===== config.mk =====
export PLATFORM = sky130hd
export DESIGN_NAME = disc_dma_interface_registers
export DESIGN_NICKNAME = d
export VERILOG_FILES = /design/src/ddir_pkg.sv /design/src/ddir_core.sv /design/src/disc_dma_interface_registers.sv
export SDC_FILE = /design/constraint.sdc
export NUM_CORES = 1
export LEC_CHECK = 0
export BUFFER_PORTS_ARGS = -buffer_cell sky130_fd_sc_hd__clkbuf_2
export CORE_MARGIN = 1.5
export CORE_UTILIZATION = 38
export CTS_CLUSTER_SIZE = 8
export DETAILED_ROUTE_END_ITERATION = 16
export PLACE_DENSITY = 0.57
export SLEW_MARGIN = 20
export SYNTH_ARGS = -nofsm -noshare
export SYNTH_HDL_FRONTEND = slang
export SYNTH_HIERARCHICAL = 1
export SYNTH_SLANG_ARGS = --single-unit

===== constraint.sdc =====
create_clock -name clock -period 9.1 [get_ports clock]
set_input_delay 1.365 -clock clock [delete_from_list [all_inputs] [get_ports clock]]
set_output_delay 1.365 -clock clock [all_outputs]
set_load 0.03 [all_outputs]

===== src/ddir_pkg.sv =====
// ----------------------------------------------------------------------------
// ddir_pkg
// Types and constants shared by the disc DMA interface register block.
// ----------------------------------------------------------------------------
package ddir_pkg;

   // request kinds (carried on req_tuser)
   localparam logic [1:0] OP_READ  = 2'd0;
   localparam logic [1:0] OP_WRITE = 2'd1;
   localparam logic [1:0] OP_TICK  = 2'd2;

   // register byte offsets
   localparam logic [5:0] OFS_STATUS  = 6'h00;
   localparam logic [5:0] OFS_COVER   = 6'h04;
   localparam logic [5:0] OFS_CMD0    = 6'h08;
   localparam logic [5:0] OFS_CMD1    = 6'h0C;
   localparam logic [5:0] OFS_CMD2    = 6'h10;
   localparam logic [5:0] OFS_DMA_ADR = 6'h14;
   localparam logic [5:0] OFS_DMA_LEN = 6'h18;
   localparam logic [5:0] OFS_DMA_CTL = 6'h1C;
   localparam logic [5:0] OFS_IMM     = 6'h20;
   localparam logic [5:0] OFS_CONFIG  = 6'h24;

   // configuration register indexes
   localparam int unsigned CSR_INDEX_WIDTH = 1;
   localparam logic [CSR_INDEX_WIDTH-1:0] CSR_DISC_PRESENT = 1'd0;
   localparam logic [CSR_INDEX_WIDTH-1:0] CSR_DISC_SIZE    = 1'd1;
   localparam int unsigned CSR_DATA_WIDTH = 34;

   // status bits
   localparam logic [6:0] ST_CLEAR_BITS = 7'h54;
   localparam logic [6:0] ST_MASK_BITS  = 7'h2A;
   localparam logic [6:0] ST_ERROR      = 7'h04;
   localparam logic [6:0] ST_DONE       = 7'h10;
   localparam int unsigned ST_DONE_MASK_BIT = 3;
   localparam int unsigned ST_DONE_BIT      = 4;

   localparam logic [7:0]  CMD_READ  = 8'hA8;
   localparam logic [31:0] ADDR_MASK = 32'h03FF_FFE0;
   localparam logic [31:0] LEN_MASK  = ~32'h0000_001F;
   localparam logic [2:0]  CTRL_MASK = 3'h7;

   typedef struct packed {
      logic [1:0]  operation;
      logic [5:0]  byte_offset;
      logic [31:0] write_data;
      logic        buffer_ok;
      logic        source_read_ok;
   } req_type;

   typedef struct packed {
      logic [33:0] disc_byte_offset;
      logic [25:0] dma_target;
      logic        transfer_ok;
      logic        transfer_finished;
      logic        irq;
      logic [31:0] read_data;
   } rsp_type;

endpackage


===== src/ddir_core.sv =====
// ----------------------------------------------------------------------------
// ddir_core
// Register file and transfer check; result is combinational from the request.
// ----------------------------------------------------------------------------
module ddir_core (
   input  logic                                    clock,
   input  logic                                    reset,
   input  logic                                    req_take,
   input  ddir_pkg::req_type                       req,
   input  logic                                    csr_take,
   input  logic [ddir_pkg::CSR_INDEX_WIDTH-1:0]    csr_index,
   input  logic [ddir_pkg::CSR_DATA_WIDTH-1:0]     csr_data,
   output ddir_pkg::rsp_type                       rsp
);
   import ddir_pkg::*;

   logic        disc_present_ff, disc_present_in;
   logic [33:0] disc_size_ff, disc_size_in;
   logic [6:0]  status_ff, status_in;
   logic [31:0] cmd0_ff, cmd0_in;
   logic [31:0] cmd1_ff, cmd1_in;
   logic [31:0] cmd2_ff, cmd2_in;
   logic [25:0] dma_adr_ff, dma_adr_in;
   logic [31:0] dma_len_ff, dma_len_in;
   logic [2:0]  dma_ctl_ff, dma_ctl_in;
   logic [31:0] imm_ff, imm_in;
   logic        pending_ff, pending_in;

   logic [33:0] boff;
   logic [34:0] range_end;
   logic        good;
   logic [31:0] rd;
   logic [2:0]  ctl_wr;

   assign boff      = {cmd1_ff, 2'b00};
   assign range_end = {1'b0, boff} + {3'b000, dma_len_ff};
   assign good      = (cmd0_ff[31:24] == CMD_READ) && disc_present_ff && req.buffer_ok
                      && (range_end <= {1'b0, disc_size_ff}) && req.source_read_ok;
   assign ctl_wr    = req.write_data[2:0] & CTRL_MASK;

   // register read mux
   always_comb begin
      case (req.byte_offset)
         OFS_STATUS:  rd = {25'd0, status_ff};
         OFS_COVER:   rd = {31'd0, ~disc_present_ff};
         OFS_CMD0:    rd = cmd0_ff;
         OFS_CMD1:    rd = cmd1_ff;
         OFS_CMD2:    rd = cmd2_ff;
         OFS_DMA_ADR: rd = {6'd0, dma_adr_ff};
         OFS_DMA_LEN: rd = dma_len_ff;
         OFS_DMA_CTL: rd = {29'd0, dma_ctl_ff};
         OFS_IMM:     rd = imm_ff;
         OFS_CONFIG:  rd = 32'd1;
         default:     rd = 32'd0;
      endcase
   end

   always_comb begin
      disc_present_in = disc_present_ff;
      disc_size_in    = disc_size_ff;
      status_in       = status_ff;
      cmd0_in         = cmd0_ff;
      cmd1_in         = cmd1_ff;
      cmd2_in         = cmd2_ff;
      dma_adr_in      = dma_adr_ff;
      dma_len_in      = dma_len_ff;
      dma_ctl_in      = dma_ctl_ff;
      imm_in          = imm_ff;
      pending_in      = pending_ff;
      rsp             = '0;

      if (csr_take) begin
         case (csr_index)
            CSR_DISC_PRESENT: disc_present_in = csr_data[0];
            CSR_DISC_SIZE:    disc_size_in    = csr_data;
            default: ;
         endcase
      end

      if (req_take) begin
         case (req.operation)
            OP_READ: rsp.read_data = rd;
            OP_WRITE: begin
               case (req.byte_offset)
                  OFS_STATUS: begin
                     // write-one-to-clear flags, mask bits follow the data
                     status_in = (status_ff & ~(req.write_data[6:0] & ST_CLEAR_BITS)
                                  & ~ST_MASK_BITS) | (req.write_data[6:0] & ST_MASK_BITS);
                  end
                  OFS_CMD0:    cmd0_in    = req.write_data;
                  OFS_CMD1:    cmd1_in    = req.write_data;
                  OFS_CMD2:    cmd2_in    = req.write_data;
                  OFS_DMA_ADR: dma_adr_in = req.write_data[25:0] & ADDR_MASK[25:0];
                  OFS_DMA_LEN: dma_len_in = req.write_data & LEN_MASK;
                  OFS_DMA_CTL: begin
                     dma_ctl_in = ctl_wr;
                     if (ctl_wr[0]) begin
                        pending_in = 1'b1;
                     end
                  end
                  OFS_IMM:     imm_in     = req.write_data;
                  default: ;
               endcase
            end
            OP_TICK: begin
               if (pending_ff) begin
                  pending_in                = 1'b0;
                  dma_ctl_in                = dma_ctl_ff & 3'b110;
                  dma_len_in                = 32'd0;
                  status_in                 = status_ff | (good ? ST_DONE : ST_ERROR);
                  rsp.transfer_finished     = 1'b1;
                  rsp.transfer_ok           = good;
                  rsp.dma_target            = dma_adr_ff;
                  rsp.disc_byte_offset      = boff;
               end
            end
            default: ;
         endcase
      end

      rsp.irq = status_in[ST_DONE_MASK_BIT] & status_in[ST_DONE_BIT];
   end

   always_ff @(posedge clock) begin
      if (reset) begin
         disc_present_ff <= 1'b0;
         disc_size_ff    <= '0;
         status_ff       <= '0;
         cmd0_ff         <= '0;
         cmd1_ff         <= '0;
         cmd2_ff         <= '0;
         dma_adr_ff      <= '0;
         dma_len_ff      <= '0;
         dma_ctl_ff      <= '0;
         imm_ff          <= '0;
         pending_ff      <= 1'b0;
      end else begin
         disc_present_ff <= disc_present_in;
         disc_size_ff    <= disc_size_in;
         status_ff       <= status_in;
         cmd0_ff         <= cmd0_in;
         cmd1_ff         <= cmd1_in;
         cmd2_ff         <= cmd2_in;
         dma_adr_ff      <= dma_adr_in;
         dma_len_ff      <= dma_len_in;
         dma_ctl_ff      <= dma_ctl_in;
         imm_ff          <= imm_in;
         pending_ff      <= pending_in;
      end
   end

endmodule


===== src/disc_dma_interface_registers.sv =====
// ----------------------------------------------------------------------------
// disc_dma_interface_registers
// Register block of a disc DMA interface with stream request/response ports.
// ----------------------------------------------------------------------------
// Every request (register read, register write or scheduler tick) gives
// exactly one response. The register file updates on the accepting edge
// and the response lands in the output register, so one request per cycle
// is sustained while rsp_tready is high. A two-entry output buffer (output
// register plus skid) lets a request be accepted while the previous
// response is still waiting; req_tready drops only when both entries are
// full. A tick with an armed transfer checks the command (read, 0xA8), disc
// presence, buffer_ok, source_read_ok and the byte range against the disc
// size, then raises the done or error flag. irq in each response is the
// done flag AND its mask after that request. Configuration (disc present,
// disc size) is written through the csr_ port, which is always ready.
// ----------------------------------------------------------------------------
module disc_dma_interface_registers (
   input  logic                                  clock,
   input  logic                                  reset,
   // request channel
   input  logic                                  req_tvalid,
   output logic                                  req_tready,
   // [5:0] byte_offset, [37:6] write_data, [38] buffer_ok, [39] source_read_ok
   input  logic [39:0]                           req_tdata,
   // [1:0] operation
   input  logic [1:0]                            req_tuser,
   // response channel
   output logic                                  rsp_tvalid,
   input  logic                                  rsp_tready,
   // [31:0] read_data, [32] irq, [33] transfer_finished, [34] transfer_ok,
   // [60:35] dma_target, [94:61] disc_byte_offset, [95] zero
   output logic [95:0]                           rsp_tdata,
   // configuration write channel
   input  logic                                  csr_valid,
   output logic                                  csr_ready,
   input  logic [ddir_pkg::CSR_INDEX_WIDTH-1:0]  csr_index,
   input  logic [ddir_pkg::CSR_DATA_WIDTH-1:0]   csr_data
);
   import ddir_pkg::*;

   req_type req;
   rsp_type core_rsp;
   rsp_type out_ff, out_in;
   rsp_type skid_ff, skid_in;
   logic    out_valid_ff, out_valid_in;
   logic    skid_valid_ff, skid_valid_in;
   logic    req_take;
   logic    rsp_take;

   assign req.operation      = req_tuser;
   assign req.byte_offset    = req_tdata[5:0];
   assign req.write_data     = req_tdata[37:6];
   assign req.buffer_ok      = req_tdata[38];
   assign req.source_read_ok = req_tdata[39];

   assign req_tready = ~skid_valid_ff;
   assign req_take   = req_tvalid & req_tready;
   assign rsp_take   = out_valid_ff & rsp_tready;
   assign csr_ready  = 1'b1;

   ddir_core u_core (
      .clock     (clock),
      .reset     (reset),
      .req_take  (req_take),
      .req       (req),
      .csr_take  (csr_valid & csr_ready),
      .csr_index (csr_index),
      .csr_data  (csr_data),
      .rsp       (core_rsp)
   );

   // output register + skid; skid only fills when the output is stalled
   always_comb begin
      out_in        = out_ff;
      out_valid_in  = out_valid_ff;
      skid_in       = skid_ff;
      skid_valid_in = skid_valid_ff;
      if (skid_valid_ff) begin
         if (rsp_take) begin
            out_in        = skid_ff;
            skid_valid_in = 1'b0;
         end
      end else if (req_take) begin
         if (!out_valid_ff || rsp_take) begin
            out_in       = core_rsp;
            out_valid_in = 1'b1;
         end else begin
            skid_in       = core_rsp;
            skid_valid_in = 1'b1;
         end
      end else if (rsp_take) begin
         out_valid_in = 1'b0;
      end
   end

   always_ff @(posedge clock) begin
      if (reset) begin
         out_valid_ff  <= 1'b0;
         skid_valid_ff <= 1'b0;
      end else begin
         out_valid_ff  <= out_valid_in;
         skid_valid_ff <= skid_valid_in;
      end
   end

   always_ff @(posedge clock) begin
      out_ff  <= out_in;
      skid_ff <= skid_in;
   end

   assign rsp_tvalid = out_valid_ff;
   assign rsp_tdata  = {1'b0, out_ff.disc_byte_offset, out_ff.dma_target,
                        out_ff.transfer_ok, out_ff.transfer_finished, out_ff.irq,
                        out_ff.read_data};

   // skid entry is only ever used behind a full output register
   a_skid_behind_out: assert property (@(posedge clock) disable iff (reset)
      skid_valid_ff |-> out_valid_ff)
      else $error("skid entry held with empty output register");

   // a stalled response is never dropped
   a_no_drop: assert property (@(posedge clock) disable iff (reset)
      (out_valid_ff && !rsp_tready) |=> out_valid_ff)
      else $error("stalled response lost");

   // only an armed tick may finish a transfer
   a_finish_on_tick: assert property (@(posedge clock) disable iff (reset)
      (req_take && core_rsp.transfer_finished) |-> (req_tuser == OP_TICK))
      else $error("transfer finished on a non-tick request");

   // success is only reported with a finished transfer
   a_ok_needs_finish: assert property (@(posedge clock) disable iff (reset)
      (req_take && core_rsp.transfer_ok) |-> core_rsp.transfer_finished)
      else $error("transfer_ok without transfer_finished");

endmodule


==> metrics.md <==
| Metric | Value |
|---|---|
| CTS Hold Bufs | `0` |
| Final instance area | `21,600 um^2` |
| Unrepaired setup endpoints after global routing | `false` |
| Drt initial violations | `1,234` |
| PnR worst setup slack | `4.51 ns` |
| Vias in the first global route | `14.0k` |
| Post-synth cell types | `69` |
| Synth-to-layout area growth | `15.2%` |
| Top routing layer in use | `met4` |
| Slowest stage delay, CP | `0.43 ns` |
| Pwr Density | `201 nW/um^2` |
| Lkg Pwr | `7.72 nW` |
| Met2 wire length | `24,000 um` |
| CTS resizes | `0` |
| VDD IR max | `0.000140 V` |
| Most common cell after layout, fill and taps aside | `nand2_1` |
| Top cell by count, worst path | `o21ai_0` |
| Power Total | `4.34 mW` |
| Fin. max-slew vios | `0` |
| Clock sink count | `414` |
| Final core occ | `44.3%` |
| Req. time, crit path | `9.45 ns` |
| Async set-reset flop share out of synthesis | `0%` |
| Die W | `225 um` |
| Layout cells sized above 1 | `18.4%` |
| Post-Place Cells | `2,599` |
| Worst Max-Slew Pin Slew | `1.06 ns` |
| Critical path's top delay family | `compound AO/OA/AOI/OAI gates` |
| Filler cell count | `4,740` |
| Post-CTS Setup Bufs | `0` |
| Compound-gate portion of the synthesized area | `14.5%` |
| Final setup TNS | `0 ns` |
| Final hold viol count | `0` |
| Max Cap Viol | `0` |
| Largest family of logic cells by synthesized area | `simple AND/OR/NAND/NOR gates` |
| GR Overflow Total | `0` |
| Post-Route WL | `52,500 um` |
| Syn Inst Count | `1,868` |
| Met3 wire len | `3550 um` |
| Pre-CTS setup slack | `4.63 ns` |
| Initial Util | `38.4%` |
| DRC violations left | `0` |
| Startpoint Class | `flop` |
| Critical Path, Cell by Cell | `ha_1 > inv_1 > fa_1 > nand2b_1 > a211oi_2 > o21ai_0 > a21boi_0 > o21a_1 > o21ai_0 > a21oi_1 > ha_1 > nand4_1 > nor4_1 > o21ai_0 > nand2_1 > a2111oi_0 > a21oi_1 > o22ai_1 > mux2_2` |
| Core area | `48,800 um^2` |
| Detailed Routing Iterations Pass 1 | `13` |
| Tcrit/Tclk final | `50.4%` |
| Flops & latches, synth | `414` |
| TritonCTS Buffers | `57` |
| Total track usage | `20.7%` |
| Die height | `225 um` |
| Fin nets | `2,139` |
| Layout Cells excl Fill | `2,694` |
| Multiplexer share of the synthesized area | `6.02%` |
| Final Setup Violations | `0` |
| Simple-gate portion of the synthesized area | `15.3%` |
| Max Clk Rate | `218 MHz` |
| Total number of vias | `14.4k` |
| Status | `finished clean` |
| Htree depth | `2` |
| Largest net degree at the start of global routing | `135` |
| CTS max path bufs | `3` |
| Clk_skew | `0.0142 ns` |
| WL/cell | `19.5 um` |
| Hold WS | `0.449 ns` |
| Row cnt | `81` |
| Syn Std Cell Area | `18,800 um^2` |
| Worst-path fanout max | `4` |
| Hold Crit Class | `reg -> reg` |
| Dpl hpwl | `34,900 um` |
| Total die area | `50,700 um^2` |
| CP Capture Type | `flop` |
| Initial antenna violation count | `0` |
| # diodes | `0` |
| Post-synth top flop | `dfxtp_1` |
| Commonest cells after routing, fill and taps aside | `425 x nand2_1, 271 x a21oi_1, 223 x dfxtp_1` |
| Post-synth EDFFs | `190` |
| Tmin final | `4.59 ns` |
| Critical path type | `reg -> reg` |
| Clock transition at path regs | `0.05 ns` |
| Number of buffers and inverters on the critical path | `1` |
| Avg Cell Area, Syn | `10.0 um^2` |
| TritonCTS clock tree | `yes` |
| Worst slew margin | `29.0%` |
| Arr. time, crit path | `4.94 ns` |
| # IOs | `181` |
| Adder-Cell Fraction of Synth Area | `4.24%` |
| Area of placed instances | `20,000 um^2` |
| Post-route ant nets | `0` |
| # port buffers | `178` |
| Ys Warns | `6` |
| Routed met1 length | `23,500 um` |
| Final Wtd Congestion | `0.857` |
| Worst skew pair latency | `0.60 ns` |
| CP max-delay cell | `nor4_1` |
| Clock Tree Root | `clkbuf_16` |
| Post-synthesis sequential area ratio | `54.3%` |
| Post-Synth XOR/XNOR Area | `1.03%` |
| First-pass GRT wire length | `81,600 um` |
| Vias per Instance | `5.33` |
## synth_stat cells (4+ instances only)
cell type	instances	area share [%]
a21oi_1	272	7.3
ha_1	62	4.1
edfxtp_1	190	30
nand4_1	15	0.50
buf_4	12	0.48
nand2_1	426	8.5
nor3_1	12	0.32
nand2b_1	9	0.30
o21ai_0	24	0.64
mux2_2	95	5.7
clkbuf_1	80	1.6
clkbuf_8	4	0.29
nor2b_1	7	0.23
buf_6	7	0.42
o21a_1	8	0.32
mux2i_1	6	0.32
nor4_1	4	0.13
a211oi_1	6	0.24
xor2_1	7	0.33
a21o_1	22	0.88
dfxtp_1	224	24
nand3_1	40	1.1
a222oi_1	49	2.6
buf_2	25	0.67
and3_1	8	0.27
xnor2_1	15	0.70
inv_1	51	1.0
nor2_1	40	0.80
a22oi_1	17	0.68
and2_1	59	2.0
a31oi_1	10	0.33
o211ai_1	6	0.24
## layer usage
metal	GRT usage (%)	vias up
met4	7.58	0
met1	28.2	6849
li1	-	6902
met3	3.42	91
met5	0	-
met2	33.0	516
## flip-flops by register name (all words and copies together) (netlist names), 21 cells and up
register / count
rsp_tdata: 95
u_core/dma_len_ff: 27
u_core/cmd0_ff: 32
u_core/cmd2_ff: 32
u_core/disc_size_ff: 34
u_core/imm_ff: 32
u_core/dma_adr_ff: 21
skid_ff: 95
u_core/cmd1_ff: 32
## worst paths after layout
kind	start	endpoint	slack, ns	cells past startpoint
max	u_core/cmd1_ff[3]	rsp_tdata[32]	4.51	19
max reg2reg	u_core/cmd1_ff[3]	rsp_tdata[32]	4.51	19
min	u_core/imm_ff[0]	u_core/imm_ff[0]	0.45	2
min reg2reg	u_core/imm_ff[0]	u_core/imm_ff[0]	0.45	2
## layout make-up
| cell class | count | area (um^2) | share of cell area (%) |
|---|---|---|---|
| Inverter | 51 | 191 | 0.885 |
| Multi-Input combinational cell | 1280 | 7800 | 36.1 |
| Sequential cell | 414 | 10200 | 47.1 |
| Timing Repair Buffer | 190 | 987 | 4.57 |
| Clock inverter | 1 | 8.76 | 0.0405 |
| Clock buffer | 94 | 1610 | 7.44 |
| Tap cell | 664 | 831 | 3.84 |
## tightest hold or removal path: stages (launching register included)
cell and delay [ns]:
dfxtp_1 0.30, nand2_1 0.05, a21oi_1 0.05
## logic make-up (layout without fill, tap and decap cells)
group | count (synthesis) | in the layout
compound gates | 442 | 442
mux | 101 | 101
fa+ha+maj | 63 | 63
xor+xnor | 22 | 22
buf+inv | 180 | 336
other cells | 3 | 9
flops | 414 | 414
simple gates | 643 | 643
## where the power goes
| group | switching (mW) | internal [mW] |
|---|---|---|
| Sequential | 0.0305 | 2.02 |
| Clock | 0.767 | 1.18 |
| Combinational | 0.239 | 0.104 |
| Total | 1.04 | 3.30 |
(Power assumes the default switching activity.)
